### config.mk
export PLATFORM = sky130hd
export DESIGN_NAME = drc_ctrl
export DESIGN_NICKNAME = d
export VERILOG_FILES = /design/src/sv/drc_pkg.sv /design/src/sv/drc_ctrl.sv
export SDC_FILE = /design/constraint.sdc
export NUM_CORES = 1
export LEC_CHECK = 0
export ABC_AREA = 1
export BUFFER_PORTS_ARGS = -buffer_cell sky130_fd_sc_hd__buf_2
export CELL_PAD_IN_SITES_DETAIL_PLACEMENT = 0
export CELL_PAD_IN_SITES_GLOBAL_PLACEMENT = 1
export CORE_MARGIN = 3
export CORE_UTILIZATION = 30
export CTS_CLUSTER_SIZE = 12
export DETAILED_ROUTE_END_ITERATION = 10
export HOLD_SLACK_MARGIN = 0.02
export PLACE_DENSITY = 0.86
export SLEW_MARGIN = 0
export SYNTH_ARGS = -nofsm -noshare
export SYNTH_HDL_FRONTEND = slang
export SYNTH_SLANG_ARGS = --single-unit
### constraint.sdc
create_clock -name clk -period 2.05 [get_ports clk]
set_clock_uncertainty 0.15 [all_clocks]
set_input_delay 0.3075 -clock clk [delete_from_list [all_inputs] [get_ports clk]]
set_output_delay 0.3075 -clock clk [all_outputs]
set_load 0.01 [all_outputs]
### src/sv/drc_pkg.sv
// ============================================================================
// drc_pkg
// Shared types, constants and helpers for the DDA column raycaster.
// ============================================================================
package drc_pkg;

    // Map geometry
    localparam int MAP_SIDE   = 64;
    localparam int MAP_ORIGIN = 32;
    localparam int CELLS      = MAP_SIDE * MAP_SIDE;
    localparam int MEM_DEPTH  = (CELLS < 4096) ? CELLS : 4096;
    localparam int AW         = $clog2(MEM_DEPTH);
    localparam int MSW        = $clog2(MAP_SIDE);
    localparam int CELL_W     = 2 * MSW;
    localparam int COORD_W    = 12;
    localparam int STEP_MAX   = 2 * MAP_SIDE + 2;
    localparam int STEP_W     = $clog2(STEP_MAX + 1);

    // Fixed point widths
    localparam int FRAC     = 16;
    localparam int ONE_Q    = 65536;
    localparam int POS_W    = 26;
    localparam int CFG_W    = 23;
    localparam int VEC_W    = 18;
    localparam int DIM_W    = 12;
    localparam int COL_W    = 11;
    localparam int CAM_W    = 30;
    localparam int PROD_W   = VEC_W + CAM_W;
    localparam int RAY_W    = 32;
    localparam int DELTA_W  = 33;
    localparam int DIST_W   = 17;
    localparam int SIDE_W   = DELTA_W + 2 + STEP_W;
    localparam int NUM_W    = 33;
    localparam int LH_W     = 28;
    localparam int CNT_W    = $clog2(NUM_W);

    // Register indexes
    localparam logic [2:0] CFG_POS_X   = 3'd0;
    localparam logic [2:0] CFG_POS_Y   = 3'd1;
    localparam logic [2:0] CFG_DIR_X   = 3'd2;
    localparam logic [2:0] CFG_DIR_Y   = 3'd3;
    localparam logic [2:0] CFG_PLANE_X = 3'd4;
    localparam logic [2:0] CFG_PLANE_Y = 3'd5;
    localparam logic [2:0] CFG_WIDTH   = 3'd6;
    localparam logic [2:0] CFG_HEIGHT  = 3'd7;

    // Operation codes
    localparam logic OP_WRITE = 1'b0;
    localparam logic OP_CAST  = 1'b1;

    localparam logic [1:0] TYPE_BLUE = 2'd2;
    localparam logic [7:0] ALPHA_VAL = 8'd100;
    localparam logic [7:0] FULL_VAL  = 8'd255;

    typedef enum logic [3:0] {
        ST_CLEAR, ST_IDLE, ST_CAM_DIV, ST_CAM_WAIT, ST_RAY,
        ST_DX_DIV, ST_DX_WAIT, ST_DY_DIV, ST_DY_WAIT, ST_SIDE,
        ST_STEP, ST_CHECK, ST_PERP, ST_LH_WAIT, ST_DONE
    } state_t;

    typedef enum logic [1:0] {
        DIV_CAM, DIV_DX, DIV_DY, DIV_LH
    } div_sel_t;

    typedef struct packed {
        logic     clear;
        logic     mem_write;
        logic     load;
        logic     div_start;
        logic     div_capture;
        div_sel_t div_sel;
        logic     ray_calc;
        logic     side_calc;
        logic     step;
        logic     check;
        logic     out_load;
    } ctrl_cmd_t;

    typedef struct packed {
        logic clear_done;
        logic div_done;
        logic oob;
        logic cell_hit;
        logic steps_done;
        logic lh_needed;
    } dp_status_t;

    typedef struct packed {
        logic [7:0]       alpha;
        logic [7:0]       blue;
        logic [7:0]       green;
        logic [7:0]       red;
        logic [1:0]       wall_type;
        logic             wall_side;
        logic [COL_W-1:0] draw_end;
        logic [COL_W-1:0] draw_start;
        logic [COL_W-1:0] out_column;
        logic             no_hit;
    } result_t;

    // Screen size limited to 1..2048
    function automatic logic [DIM_W-1:0] dim_clamp(input logic [DIM_W-1:0] v);
        logic [DIM_W-1:0] r;
        if (v == '0)
            r = DIM_W'(1);
        else if (v > DIM_W'(2048))
            r = DIM_W'(2048);
        else
            r = v;
        return r;
    endfunction

endpackage

### src/sv/drc_ctrl.sv
// ============================================================================
// drc_ctrl
// Sequencer for map writes, ray setup, grid walk and stripe sizing.
// ============================================================================
module drc_ctrl (
    input  logic                   clk,
    input  logic                   rst_n,
    input  logic                   in_valid,
    input  logic                   in_op,
    input  logic                   out_free,
    input  drc_pkg::dp_status_t    status,
    output logic                   in_ready,
    output drc_pkg::ctrl_cmd_t     cmd
);
    import drc_pkg::*;

    state_t state_reg, state_next;

    always_comb
    begin
        state_next = state_reg;
        case (state_reg)
            ST_CLEAR:    if (status.clear_done) state_next = ST_IDLE;
            ST_IDLE:     if (in_valid && in_op == OP_CAST) state_next = ST_CAM_DIV;
            ST_CAM_DIV:  state_next = ST_CAM_WAIT;
            ST_CAM_WAIT: if (status.div_done) state_next = ST_RAY;
            ST_RAY:      state_next = ST_DX_DIV;
            ST_DX_DIV:   state_next = ST_DX_WAIT;
            ST_DX_WAIT:  if (status.div_done) state_next = ST_DY_DIV;
            ST_DY_DIV:   state_next = ST_DY_WAIT;
            ST_DY_WAIT:  if (status.div_done) state_next = ST_SIDE;
            ST_SIDE:     state_next = ST_STEP;
            ST_STEP:     state_next = ST_CHECK;
            ST_CHECK:
            begin
                if (status.oob)
                    state_next = ST_DONE;
                else if (status.cell_hit)
                    state_next = ST_PERP;
                else if (status.steps_done)
                    state_next = ST_DONE;
                else
                    state_next = ST_STEP;
            end
            ST_PERP:     state_next = status.lh_needed ? ST_LH_WAIT : ST_DONE;
            ST_LH_WAIT:  if (status.div_done) state_next = ST_DONE;
            ST_DONE:     if (out_free) state_next = ST_IDLE;
            default:     state_next = ST_CLEAR;
        endcase
    end

    always_comb
    begin
        cmd      = '0;
        cmd.div_sel = DIV_CAM;
        in_ready = 1'b0;
        case (state_reg)
            ST_CLEAR:    cmd.clear = 1'b1;
            ST_IDLE:
            begin
                in_ready      = 1'b1;
                cmd.mem_write = in_valid && in_op == OP_WRITE;
                cmd.load      = in_valid && in_op == OP_CAST;
            end
            ST_CAM_DIV:  cmd.div_start = 1'b1;
            ST_CAM_WAIT: cmd.div_capture = status.div_done;
            ST_RAY:      cmd.ray_calc = 1'b1;
            ST_DX_DIV:
            begin
                cmd.div_sel   = DIV_DX;
                cmd.div_start = 1'b1;
            end
            ST_DX_WAIT:
            begin
                cmd.div_sel     = DIV_DX;
                cmd.div_capture = status.div_done;
            end
            ST_DY_DIV:
            begin
                cmd.div_sel   = DIV_DY;
                cmd.div_start = 1'b1;
            end
            ST_DY_WAIT:
            begin
                cmd.div_sel     = DIV_DY;
                cmd.div_capture = status.div_done;
            end
            ST_SIDE:     cmd.side_calc = 1'b1;
            ST_STEP:     cmd.step = 1'b1;
            ST_CHECK:    cmd.check = 1'b1;
            ST_PERP:
            begin
                cmd.div_sel   = DIV_LH;
                cmd.div_start = status.lh_needed;
            end
            ST_LH_WAIT:
            begin
                cmd.div_sel     = DIV_LH;
                cmd.div_capture = status.div_done;
            end
            ST_DONE:     cmd.out_load = out_free;
            default:     cmd = '0;
        endcase
    end

    always_ff @(posedge clk or negedge rst_n)
    begin
        if (!rst_n)
            state_reg <= ST_CLEAR;
        else
            state_reg <= state_next;
    end

endmodule

# Word level (Yosys, flattened, before mapping)
# Cells that the tools add are included.
# W data, S select, Z words.
[word_totals] register_bits=4 inputBits=11 romBits=0 latch_bits=0 elab_cells=55 ramBits=0 memories=0 output_inout_bits=13
[classes] n_mux=23 bitwise_logic=1 order_cmp=0 addsub=0 reduce_logical=9 shifts=0 n_div=0 eq_ne=21 mul=0
[op_table] cell="$pmux W4 S15" count=1
[op_table] cell="$eq A4 B4 Y1 const B" count=7
[op_table] cell="$mux W4" count=7
[op_table] cell="$eq A4 B3 Y1 const B" count=4
[op_table] cell="$ne A2 B2 Y1 const B" count=7
[op_table] cell="$mux W3" count=3
[op_table] cell="$eq A4 B2 Y1 const B" count=2
[op_table] cell="$mux W1" count=8
[op_table] cell="$reduce_and A7 Y1" count=1
[op_table] cell="$pmux W2 S3" count=1
[op_table] cell="$reduce_or A2 Y1" count=3
[op_table] cell="$eq A4 B1 Y1 const B" count=1
[op_table] cell="$logic_not A4 Y1" count=1
[op_table] cell="$mux W2" count=2
[op_table] cell="$reduce_or A4 Y1" count=1
[op_table] cell="$reduce_or A3 Y1" count=1
[op_table] cell="$logic_and A1 B1 Y1" count=2
[op_table] cell="$pmux W1 S2" count=1
[op_table] cell="$not A1 Y1" count=1

# Depth between registers and ports, before layout
# Gate-level depths: netlist of the first run.
[logic_depth] ltp_word=4 mapped_depth=9 ltp_nobuf=9

# Worst setup path before layout of the first run
# No wires, ideal clock.
[synth_path] kind="reg2out" start="register state_reg[2]" end="output cmd[7] (netlist name)" t_required_ns=1.592 n_path_buf=0 path_stages_with_launch=6 path_slack_ns=0.567 arrival_ns=1.026 cell_sequence="dfrtp_1 -> inv_2 -> nand2_1 -> nor2_2 -> nor2_4 -> a21oi_1"
[synth_rtl] element="from (decl)" line_no="drc_ctrl.sv:17" source="state_t state_reg, state_next;"
[synth_rtl] element="from (signal assigned)" line_no="drc_ctrl.sv:111" source="state_reg <= state_next;"
[synth_rtl] element="to (decl)" line_no="drc_ctrl.sv:13" source="output drc_pkg::ctrl_cmd_t cmd"

==> metrics.md, run 1 <==
| Metric | Value |
|---|---|
| Period utilisation layout | `0.9222` |
| Required time worst endpoint | `1.59 ns` |
| Clock sink count | `4` |
| Number of global-route vias before repair | `510` |
| Crit end category | `output port` |
| Crit path top cell by count | `nand2_1` |
| P_leak | `0.4569 nW` |
| Die ar. | `between 2000 and 2500 um2` |
| Setup violators final | `0` |
| Slew margin rel. | `0.8584` |
| Global Route Usage Sum | `0.1287` |
| Final Wtd Congestion | `0.9383` |
| CP Max Fanout | `6` |
| CTS tree | `yes` |
| Initial core utilization | `0.3333` |
| Worst Path Class, Setup | `reg -> out` |
| # resized after CTS | `0` |
| Clk_lat worst skew | `0.23 ns` |
| Post-Layout Cell Count | `about 140` |
| R2R Path End | `state_reg[2]` |
| Via Count | `around 630` |
| Top cells by area, synth | `nand2_1 (21%), dfrtp_1 (19%), nor2_1 (8.6%)` |
| Flops & latches, synth | `4` |
| Most common cell after layout, fill and taps aside | `nand2_1` |
| RSZ-0062 raised after global routing | `false` |
| Share of cells above drive strength 1 | `0.3667` |
| VDD IR-drop max | `~560 uV` |
| First-pass GRT wire length | `2.097 mm` |
| ANT cells | `0` |
| PwrDens | `1404 nW/um2` |
| Total Neg Setup Slack | `0 ns` |
| Commonest non-fill, non-tap cells in the layout | `nand2_1 (30), buf_2 (23), nor2_1 (12), inv_1 (11), nand3_1 (7)` |
| CP max stage cell | `dfrtp_1` |
| Via density | `roughly 4.7` |
| Nets | `133` |
| Final WL | `between 1 and 1.5 mm` |
| H-tree level count | `1` |
| Synth area leader | `nand2_1` |
| Worst path max stage delay | `0.43 ns` |
| Final Slew Violations | `0` |
| Post-Syn Area per Cell | `5.651 um2` |
| Hold crit path type | `in -> async` |
| Post-CTS Setup Repair Bufs | `0` |
| Synth warn | `0` |
| Port Buffer Count | `23` |
| Worst path cell trace | `nand2_1 -> clkinv_1 -> nand2_1 -> a21boi_1 -> inv_1 -> buf_2` |
| CTS Buffer Depth | `2` |
| DRC | `0` |
| CP Launch Type | `register` |
| Worst r2r src | `state_reg[2]` |
| Share of the synthesized area in the top cell type | `0.2143` |
| Max Cap Violations | `0` |
| Worst-Margin Slew | `0.2117 ns` |
| Fill count | `around 170` |
| Drt wl/cell | `around 9.6 um` |
| Number of flip-flops in the largest register | `4` |
| Chip height | `47.86 um` |
| Clock-pin slew on the worst setup and hold paths | `0.03 ns` |
| Post-DP HPWL | `roughly 1.1 mm` |
| Mapped Nets | `around 100` |
| Minimum clock period | `1.891 ns` |
| Worst Reg-to-Reg Cells | `7` |
| Antenna Violating Nets Remaining | `0` |
| Total I/O pin count | `24` |
| Hold Vio Cnt, Final | `0` |
| Arr. time, crit path | `1.43 ns` |
| Hold-fix buffers, CTS | `1` |
| Outcome | `finished, final reports clean` |
| Max Clock Freq | `between 0.5 and 0.6 GHz` |
| Core area | `1577 um2` |
| Reg2Reg Setup Slack | `~0.55 ns` |
| Synth Instances | `93` |
| Post-synth cell types | `18` |
| Rows | `14` |
| DRT Pass-1 Iters | `4` |
| Mapped cell area | `between 500 and 600 um2` |
| Num CTS Buffers | `3` |
| Die X | `47.86 um` |
| Placed cells | `132` |
| Largest net degree at the start of global routing | `7` |
| Register area share after synthesis | `0.1905` |
| Gr ovfl total | `0` |
| Synthesis-to-finish area growth | `31.90%` |
| CTS root buffer | `clkbuf_4` |
| First DRT Iteration DRCs | `25` |
| Initial antenna violation count | `0` |
synthesized netlist by cell type:
library cell	count
inv_1	11
dfrtp_1	4
nand2_1	30
nand3b_1	1
clkinv_1	1
nor3_1	3
nor2_2	3
a21boi_1	1
nor2_1	12
inv_2	5
o21ai_1	1
nand3_1	7
a41oi_1	1
nand2_4	2
nor2_4	3
a21oi_1	2
o221ai_1	1
nand2_2	5
worst max-delay path by stage:
stage | endpoint | slack, ns | startpoint | cells after the start
floorplan | cmd[7] | 0.57 | state_reg[2] | 5
global placement | cmd[5] | 0.37 | state_reg[3] | 6
detailed placement | cmd[5] | 0.39 | state_reg[2] | 6
CTS | cmd[5] | 0.14 | state_reg[2] | 6
global route | cmd[5] | 0.001 | state_reg[2] | 6
finish | cmd[5] | 0.16 | state_reg[2] | 6
cells by family after synthesis:
logic type | count (synthesis) | synth area share
AND/OR/NAND/NOR | 66 | 0.6119
buffers and inverters | 17 | 0.1214
flip-flops | 4 | 0.1905
AO/OA/AOI/OAI | 6 | 0.07619
power breakdown:
group          switching (mW)  internal, mW  total (mW)
clock network          0.0286        0.0652      0.0939
registers              0.0537         0.118       0.171
logic                   0.457         0.251       0.708
routing by layer:
metal	vias to the layer above	wire length, um	part of all wire	track usage
li1	341	-	-	-
met1	271	621	0.47	0.1778
met2	22	592	0.45	0.1900
met3	0	96	0.073	0.02256
met4	0	0	0	0.06452
met5	-	0	0	0
metrics by stage:
stage                     hold slack, ns  area, um2  total power, mW  utilization  worst slack (ns)
final                             0.2567      693.2           0.9730       0.4397            0.1594
after global routing              0.2536      693.2            1.089       0.4397          0.001142
after CTS                         0.2503      693.2           0.9804       0.4397            0.1358
after detailed placement        -0.03312      660.6           0.8770       0.4190            0.3894
after global placement          -0.03665      660.6           0.8811       0.4190            0.3745
after floorplan                  -0.1381      525.5           0.6951            -            0.5668
critical path, delay by kind of cell (launching register included):
family	cells	cell delay [ns]
simple gates	2	0.26
buf+inv	3	0.30
compound gates	1	0.21
flops	1	0.43
layout make-up:
| class | count | area [um2] | area share |
|---|---|---|---|
| Multi-Input combinational cell | 72 | 361.6 | 0.5217 |
| Timing Repair Buffer | 24 | 125.1 | 0.1805 |
| Sequential cell | 4 | 100.1 | 0.1444 |
| Inverter | 17 | 63.81 | 0.09206 |
| Clock buffer | 3 | 22.52 | 0.03249 |
| Tap cell | 16 | 20.02 | 0.02888 |
Power figures use the tool's default switching activity.
==> inputs of run 2 (changes only) <==
--- a/config.mk
+++ b/config.mk
@@ -6,15 +6,15 @@
 export NUM_CORES = 1
 export LEC_CHECK = 0
 export ABC_AREA = 1
-export BUFFER_PORTS_ARGS = -buffer_cell sky130_fd_sc_hd__buf_2
 export CELL_PAD_IN_SITES_DETAIL_PLACEMENT = 0
 export CELL_PAD_IN_SITES_GLOBAL_PLACEMENT = 1
 export CORE_MARGIN = 3
-export CORE_UTILIZATION = 30
+export CORE_UTILIZATION = 40
 export CTS_CLUSTER_SIZE = 12
 export DETAILED_ROUTE_END_ITERATION = 10
+export DONT_BUFFER_PORTS = 1
 export HOLD_SLACK_MARGIN = 0.02
-export PLACE_DENSITY = 0.86
+export PLACE_DENSITY_LB_ADDON = 0.25
 export SLEW_MARGIN = 0
 export SYNTH_ARGS = -nofsm -noshare
 export SYNTH_HDL_FRONTEND = slang
==> run 2 against run 1 <==
  * Maximum frequency up 1.2%
  * Non-clock buffer count down 23
  * Combinational power down 8.9%
  * Sequential power about the same
  * Worst hold slack worse by 0.070 ns
  * Count of clock-buffer cells in the layout unchanged
  * Cell area down 17%
  * Total power down 6.1%
  * Critical path depth down 1
  * Register-to-register slack about the same
  * Global-route usage up 3.3 points
  * Core utilization up 5.2 points
  * Largest power group unchanged
==> metrics.md, run 2 (synthesis gave the netlist of run 1 again) <==
| Metric | Value |
|---|---|
| Post-DP HPWL | `1.150 mm (+2.0%)` |
| Total Neg Setup Slack | `0 ns (unchanged)` |
| Via density | `5.180 (+11%)` |
| Setup violators final | `0 (unchanged)` |
| Period utilisation layout | `0.9113 (-0.01095)` |
| Via Count | `575 (-9.3%)` |
| CTS root buffer | `clkbuf_4` |
| Final WL | `1.340 mm (+2.3%)` |
| Clock-pin slew on the worst setup and hold paths | `0.04 ns (about the same)` |
| Area occupied by multi-input gates | `361.6 um2 (unchanged)` |
| Die X | `42.25 um (-12%)` |
| Internal power | `379.0 uW (-13%)` |
| Worst-Margin Slew | `0.4053 ns (+0.1936 ns)` |
| Post-DP Area | `543.0 um2 (-18%)` |
| Storage cell area | `100.1 um2 (unchanged)` |
| Die ar. | `1785 um2 (-22%)` |
| Post-route cell area | `575.6 um2 (-17%)` |
| Post-Layout Cell Count | `111 (-18%)` |
| CP Launch Type | `register` |
| Hold crit path type | `in -> async` |
| DRC | `0 (unchanged)` |
| Post-CTS Setup Repair Bufs | `0 (unchanged)` |
| Port Buffer Count | `0 (-100%)` |
| Largest net degree at the start of global routing | `7 (unchanged)` |
| Commonest non-fill, non-tap cells in the layout | `nand2_1 (30), nor2_1 (12), inv_1 (11), nand3_1 (7)` |
| VDD IR-drop max | `584.1 uV (+5.0%)` |
| Hold Vio Cnt, Final | `0 (unchanged)` |
| RSZ-0062 raised after global routing | `false` |
| Minimum clock period | `1.868 ns (-0.02245 ns)` |
| Max Cap Violations | `0 (unchanged)` |
| Global Route Usage Sum | `0.1619 (+0.03316)` |
| First DRT Iteration DRCs | `18 (-28%)` |
| Sw Share | `0.5853 (+0.03100)` |
| Drt wl/cell | `12.07 um (+25%)` |
| Final Wtd Congestion | `0.8339 (-11%)` |
| Final Slew Violations | `0 (unchanged)` |
| P_leak | `0.3487 nW (-24%)` |
| Worst path max stage delay | `0.43 ns (about the same)` |
| Gr ovfl total | `0 (unchanged)` |
| Synthesis-to-finish area growth | `9.524%` |
| Slew margin rel. | `0.7277 (-0.1306)` |
| CTS tree | `yes` |
| Core area | `1171 um2 (-26%)` |
| Clock network power share | `0.106 (+0.010)` |
| Seq pwr share | `0.189 (+0.013)` |
| Most common cell after layout, fill and taps aside | `nand2_1` |
| Placed cells | `107 (-19%)` |
| Rows | `12 (-2)` |
| Initial antenna violation count | `0 (unchanged)` |
| Arr. time, crit path | `1.41 ns (-0.02 ns)` |
| Required time worst endpoint | `1.59 ns (about the same)` |
| Antenna Violating Nets Remaining | `0 (unchanged)` |
| CP Buf/Inv Count | `1 (-2)` |
| CP max stage cell | `dfrtp_1` |
| Total I/O pin count | `24 (unchanged)` |
| Fill count | `137 (-18%)` |
| Max Clock Freq | `0.5353 GHz (+1.2%)` |
| Nets | `110 (-17%)` |
| First-pass GRT wire length | `2.208 mm (+5.3%)` |
| Crit end category | `output port` |
| Clock sink count | `4 (unchanged)` |
| Worst path cell trace | `inv_2 -> nand2_1 -> nor2_2 -> nor2_4 -> a21oi_1` |
| H-tree level count | `1 (unchanged)` |
| Outcome | `finished, final reports clean` |
| Share of cells above drive strength 1 | `0.2165 (-0.1502)` |
| CTS Buffer Depth | `2 (unchanged)` |
| Sw power | `535.1 uW (-0.80%)` |
| PwrDens | `1588 nW/um2 (+13%)` |
| Number of flip-flops in the largest register | `4 (unchanged)` |
| CP Max Fanout | `6 (unchanged)` |
| Number of global-route vias before repair | `519 (+1.8%)` |
| Chip height | `42.25 um (-12%)` |
| ANT cells | `0 (unchanged)` |
| Initial core utilization | `0.4487 (+0.1154)` |
| CP top delay family | `flip-flops` |
| Worst Path Class, Setup | `reg -> out` |
| Clk_lat worst skew | `0.24 ns (about the same)` |
| DRT Pass-1 Iters | `4 (unchanged)` |
| Num CTS Buffers | `3 (unchanged)` |
| Logic pwr share | `0.705 (-0.022)` |
## run 2: cell types whose count changed in the layout (fill, tap and decap cells not counted)
cell and delta:
buf_2 -23
## run 2: final timing paths
kind	from	to	slack, ns	depth (start not counted)
min in group clk	status[4]	state_reg[1]	0.23	4
max	state_reg[2]	cmd[7]	0.18	5
min	rst_n	state_reg[2]	0.19	1
min reg2reg	state_reg[3]	state_reg[3]	0.42	2
max in group asynchronous	rst_n	state_reg[3]	1.39	1
max reg2reg	state_reg[2]	state_reg[2]	0.55	7
## run 2: routing by layer
layer,global-route usage,share of wire,vias up
met5,0,0,-
met4,0.09317,0.016,0
met2,0.2614,0.48,20
met3,0.04292,0.058,4
li1,-,-,295
met1,0.1897,0.44,256
## run 2: worst reg2reg max path: stages (launching register included)
cell	delay, ns
dfrtp_1	0.43
nand2_1	0.15
clkinv_1	0.12
nand2_1	0.11
a21boi_1	0.21
nand2_1	0.10
nand3_1	0.08
nand2_1	0.05
## run 2: through the flow
| stage | worst slack [ns] | util | hold WS (ns) | total power [mW] |
|---|---|---|---|---|
| 5_1_grt | 0.07080 | 0.4915 | 0.2042 | 1.016 |
| 6_report | 0.1819 | 0.4915 | 0.1871 | 0.9141 |
| 3_5_place_dp | 0.4340 | 0.4637 | -0.1380 | 0.8158 |
| 4_1_cts | 0.1755 | 0.4915 | 0.1890 | 0.9214 |
| 3_3_place_gp | 0.4470 | 0.4637 | -0.1380 | 0.8121 |
| 2_1_floorplan | 0.5668 | - | -0.1381 | 0.6951 |
## run 2: layout make-up
| type | instances | area share |
|---|---|---|
| Timing Repair Buffer | 1 | 0.01739 |
| Inverter | 17 | 0.1109 |
| Multi-Input combinational cell | 72 | 0.6283 |
| Tap cell | 14 | 0.03043 |
| Clock buffer | 3 | 0.03913 |
| Sequential cell | 4 | 0.1739 |
## run 2: repair_timing
action	4_1_cts	5_1_grt
resized for setup	0	0
endpoints found under the hold margin	4	0
hold buffers	1	0
## run 2: power by group through the flow
stage          Sequential (mW)  Combinational (mW)  Clock [mW]
3_3_place_gp             0.170               0.642           0
6_report                 0.173               0.645      0.0967
5_1_grt                  0.180               0.727       0.109
3_5_place_dp             0.173               0.643           0
4_1_cts                  0.173               0.648       0.101
2_1_floorplan            0.162               0.533           0
==> inputs of run 3 (changes only) <==
--- a/config.mk
+++ b/config.mk
@@ -5,13 +5,12 @@
 export SDC_FILE = /design/constraint.sdc
 export NUM_CORES = 1
 export LEC_CHECK = 0
-export ABC_AREA = 1
 export CELL_PAD_IN_SITES_DETAIL_PLACEMENT = 0
 export CELL_PAD_IN_SITES_GLOBAL_PLACEMENT = 1
-export CORE_MARGIN = 3
-export CORE_UTILIZATION = 40
+export CORE_AREA = 2 2 39 41
 export CTS_CLUSTER_SIZE = 12
 export DETAILED_ROUTE_END_ITERATION = 10
+export DIE_AREA = 0 0 41 43
 export DONT_BUFFER_PORTS = 1
 export HOLD_SLACK_MARGIN = 0.02
 export PLACE_DENSITY_LB_ADDON = 0.25
==> run 3 against run 2 <==
  * Synthesized cell count down 24%
  * Sequential cell count unchanged
  * Worst setup slack worse by 0.027 ns
  * Worst hold slack worse by 0.035 ns
  * Sequential power up 28%
  * Clock power down 2%
  * Cell count down 20%
  * Total power up 2.9%
  * Maximum frequency down 1.4%
  * Global-route usage up 1.4 points
  * Critical endpoint is now cmd[3]
==> metrics.md, run 3 <==
| Metric | Value |
|---|---|
| Outcome | `finished, final reports clean` |
| Crit end category | `output port` |
| PwrDens | `1678 nW/um2 (+5.7%)` |
| Synth Flop Type | `dfrtp_1` |
| Most common cell after layout, fill and taps aside | `nand2_1` |
| Total power | `940.8 uW (+2.9%)` |
| Max Cap Violations | `0 (unchanged)` |
| Nets | `86 (-22%)` |
| CTS root buffer | `clkbuf_4` |
| Post-Syn Area per Cell | `7.102 um2 (+26%)` |
| Die X | `41 um (-2.9%)` |
| Most common cell in the synthesized netlist | `nand2_1` |
| Placed cells | `85 (-21%)` |
| Share of cells above drive strength 1 | `0.1918 (-0.02471)` |
| Post-synth cell types | `32 (+14)` |
| Total I/O pin count | `24 (unchanged)` |
| Post-Layout Cell Count | `89 (-20%)` |
| RSZ-0062 raised after global routing | `false` |
| Synthesis-to-finish area growth | `11.17%` |
| Via density | `5.787 (+12%)` |
| Total Neg Setup Slack | `0 ns (unchanged)` |
| Worst-Margin Slew | `0.5719 ns (+0.1666 ns)` |
| Arr. time, crit path | `1.44 ns (+0.03 ns)` |
| Max Clock Freq | `0.5278 GHz (-1.4%)` |
| Worst Path Class, Setup | `reg -> out` |
| CTS Buffer Depth | `2 (unchanged)` |
| Core area | `1384 um2 (+18%)` |
| Sw power | `478.4 uW (-11%)` |
| Fill count | `139 (+1.5%)` |
| Mapped Nets | `82 (-21%)` |
| Drt wl/cell | `14.37 um (+19%)` |
| DRT Pass-1 Iters | `4 (unchanged)` |
| Final Wtd Congestion | `0.7552 (-9.4%)` |
| Rows | `14 (+2)` |
| First DRT Iteration DRCs | `8 (-10)` |
| Gr ovfl total | `0 (unchanged)` |
| Clock-pin slew on the worst setup and hold paths | `0.04 ns (about the same)` |
| Number of global-route vias before repair | `465 (-10%)` |
| Clock network power share | `0.101 (-0.005)` |
| Via Count | `515 (-10%)` |
| Internal power | `462.4 uW (+22%)` |
| Global Route Usage Sum | `0.1756 (+0.01373)` |
| Register area share after synthesis | `0.1985 (+0.008035)` |
| Commonest cells post-synth | `nand2_1 (9), inv_1 (5)` |
| Largest net degree at the start of global routing | `21 (+14)` |
| Logic pwr share | `0.664 (-0.041)` |
| Mapped cell area | `504.2 um2 (-4.0%)` |
| H-tree level count | `1 (unchanged)` |
| Worst hold margin | `0.1516 ns (-0.03543 ns)` |
| Synth Instances | `71 (-24%)` |
| Hold crit path type | `in -> reg` |
| Hold Vio Cnt, Final | `0 (unchanged)` |
| Flops & latches, synth | `4 (unchanged)` |
| DRC | `0 (unchanged)` |
| Clk_lat worst skew | `0.23 ns (about the same)` |
| Period utilisation layout | `0.9242 (+0.01296)` |
| ANT cells | `0 (unchanged)` |
| CTS tree | `yes` |
| Seq pwr share | `0.235 (+0.046)` |
| Num CTS Buffers | `3 (unchanged)` |
| Port Buffer Count | `0 (unchanged)` |
| Share of flip-flops with an asynchronous set or reset | `1.000 (unchanged)` |
| Post-DP HPWL | `970.1 um (-16%)` |
| Share of the synthesized area in the top cell type | `0.1985 (-0.01577)` |
| First-pass GRT wire length | `2.097 mm (-5.0%)` |
| Required time worst endpoint | `1.59 ns (about the same)` |
| P_leak | `0.2356 nW (-32%)` |
| CP Max Fanout | `10 (+4)` |
| Chip height | `43 um (+1.8%)` |
| Final WL | `1.279 mm (-4.6%)` |
| CP Launch Type | `register` |
| Top cells by area, synth | `dfrtp_1 (20%), nand2_1 (6.7%), nor3b_1 (4.5%)` |
| VDD IR-drop max | `756.2 uV (+29%)` |
| Die ar. | `1763 um2 (-1.2%)` |
| Commonest non-fill, non-tap cells in the layout | `nand2_1 (9), buf_4 (5), nor2_1 (4), inv_1 (4), a21oi_1 (4)` |
| Slew margin rel. | `0.6089 (-0.1188)` |
| Synth area leader | `dfrtp_1` |
| Number of flip-flops in the largest register | `4 (unchanged)` |
| Antenna Violating Nets Remaining | `0 (unchanged)` |
| Sw Share | `0.5085 (-0.07684)` |
| Setup violators final | `0 (unchanged)` |
| Post-synth EDFFs | `0 (unchanged)` |
| Minimum clock period | `1.895 ns (+0.02656 ns)` |
| Clock sink count | `4 (unchanged)` |
| Initial core utilization | `0.3644 (-0.08434)` |
| Final Slew Violations | `0 (unchanged)` |
| Synth warn | `0 (unchanged)` |
| Initial antenna violation count | `0 (unchanged)` |
==> run 3: kinds of logic after synthesis <==
logic type,synth area share
buf+inv,0.1092
flops,0.1985
mux,0.04962
xor+xnor,0.03227
compound gates,0.2159
simple gates,0.3946
==> run 3: final cells by class <==
cell class | instances | area [um2] | share of cell area
well taps | 16 | 20.02 | 0.03571
inverters | 5 | 18.77 | 0.03348
multi-input cells | 55 | 349.1 | 0.6228
repair buffers | 6 | 47.55 | 0.08482
clock buffers | 3 | 22.52 | 0.04018
flip-flops and latches | 4 | 102.6 | 0.1830
==> run 3: per-layer routing <==
| layer | vias up | global-route usage | wire, um |
|---|---|---|---|
| met4 | 0 | 0.04000 | 0 |
| met3 | 0 | 0.06283 | 45 |
| met5 | - | 0 | 0 |
| met1 | 238 | 0.2484 | 577 |
| met2 | 13 | 0.2500 | 657 |
| li1 | 264 | - | - |
==> run 3: final timing paths <==
check,from,end,slack [ns],depth (start not counted)
worst max-delay path,state_reg[2],cmd[3],0.16,3
worst min-delay path,out_free,state_reg[3],0.15,3
worst max register to register,state_reg[2],state_reg[1],0.21,5
worst min register to register,state_reg[3],state_reg[3],0.50,2
max in group asynchronous,rst_n,state_reg[1],1.37,1
min in group asynchronous,rst_n,state_reg[0],0.19,1
==> run 3: repair_timing <==
| action | in CTS | in global routing |
|---|---|---|
| endpoints found under the setup margin | 0 | 3 |
| hold buffers | 1 | 0 |
| buffers inserted | 0 | 0 |
| hold endpoints to repair | 4 | 0 |
| gates resized for setup | 0 | 3 |
==> run 3: through the flow <==
stage               area (um2)  utilization  worst slack, ns
floorplan                504.2            -           0.3236
global placement         525.5       0.3797           0.1915
detailed placement       525.5       0.3797           0.1849
CTS                      558.0       0.4033          0.08430
global route             560.5       0.4051          0.07047
finish                   560.5       0.4051           0.1553
==> run 3: worst max-delay path, stage by stage (launching register included) <==
cell	delay (ns)
dfrtp_1	0.46
buf_4	0.21
nand2b_1	0.17
nor3b_1	0.36
==> run 3: power groups by stage <==
stage               clock (mW)  combinational, mW  sequential [mW]
CTS                      0.101              0.628            0.216
global route             0.109              0.697            0.235
global placement             0              0.622            0.217
detailed placement           0              0.624            0.218
finish                  0.0950              0.625            0.221
floorplan                    0              0.572            0.147
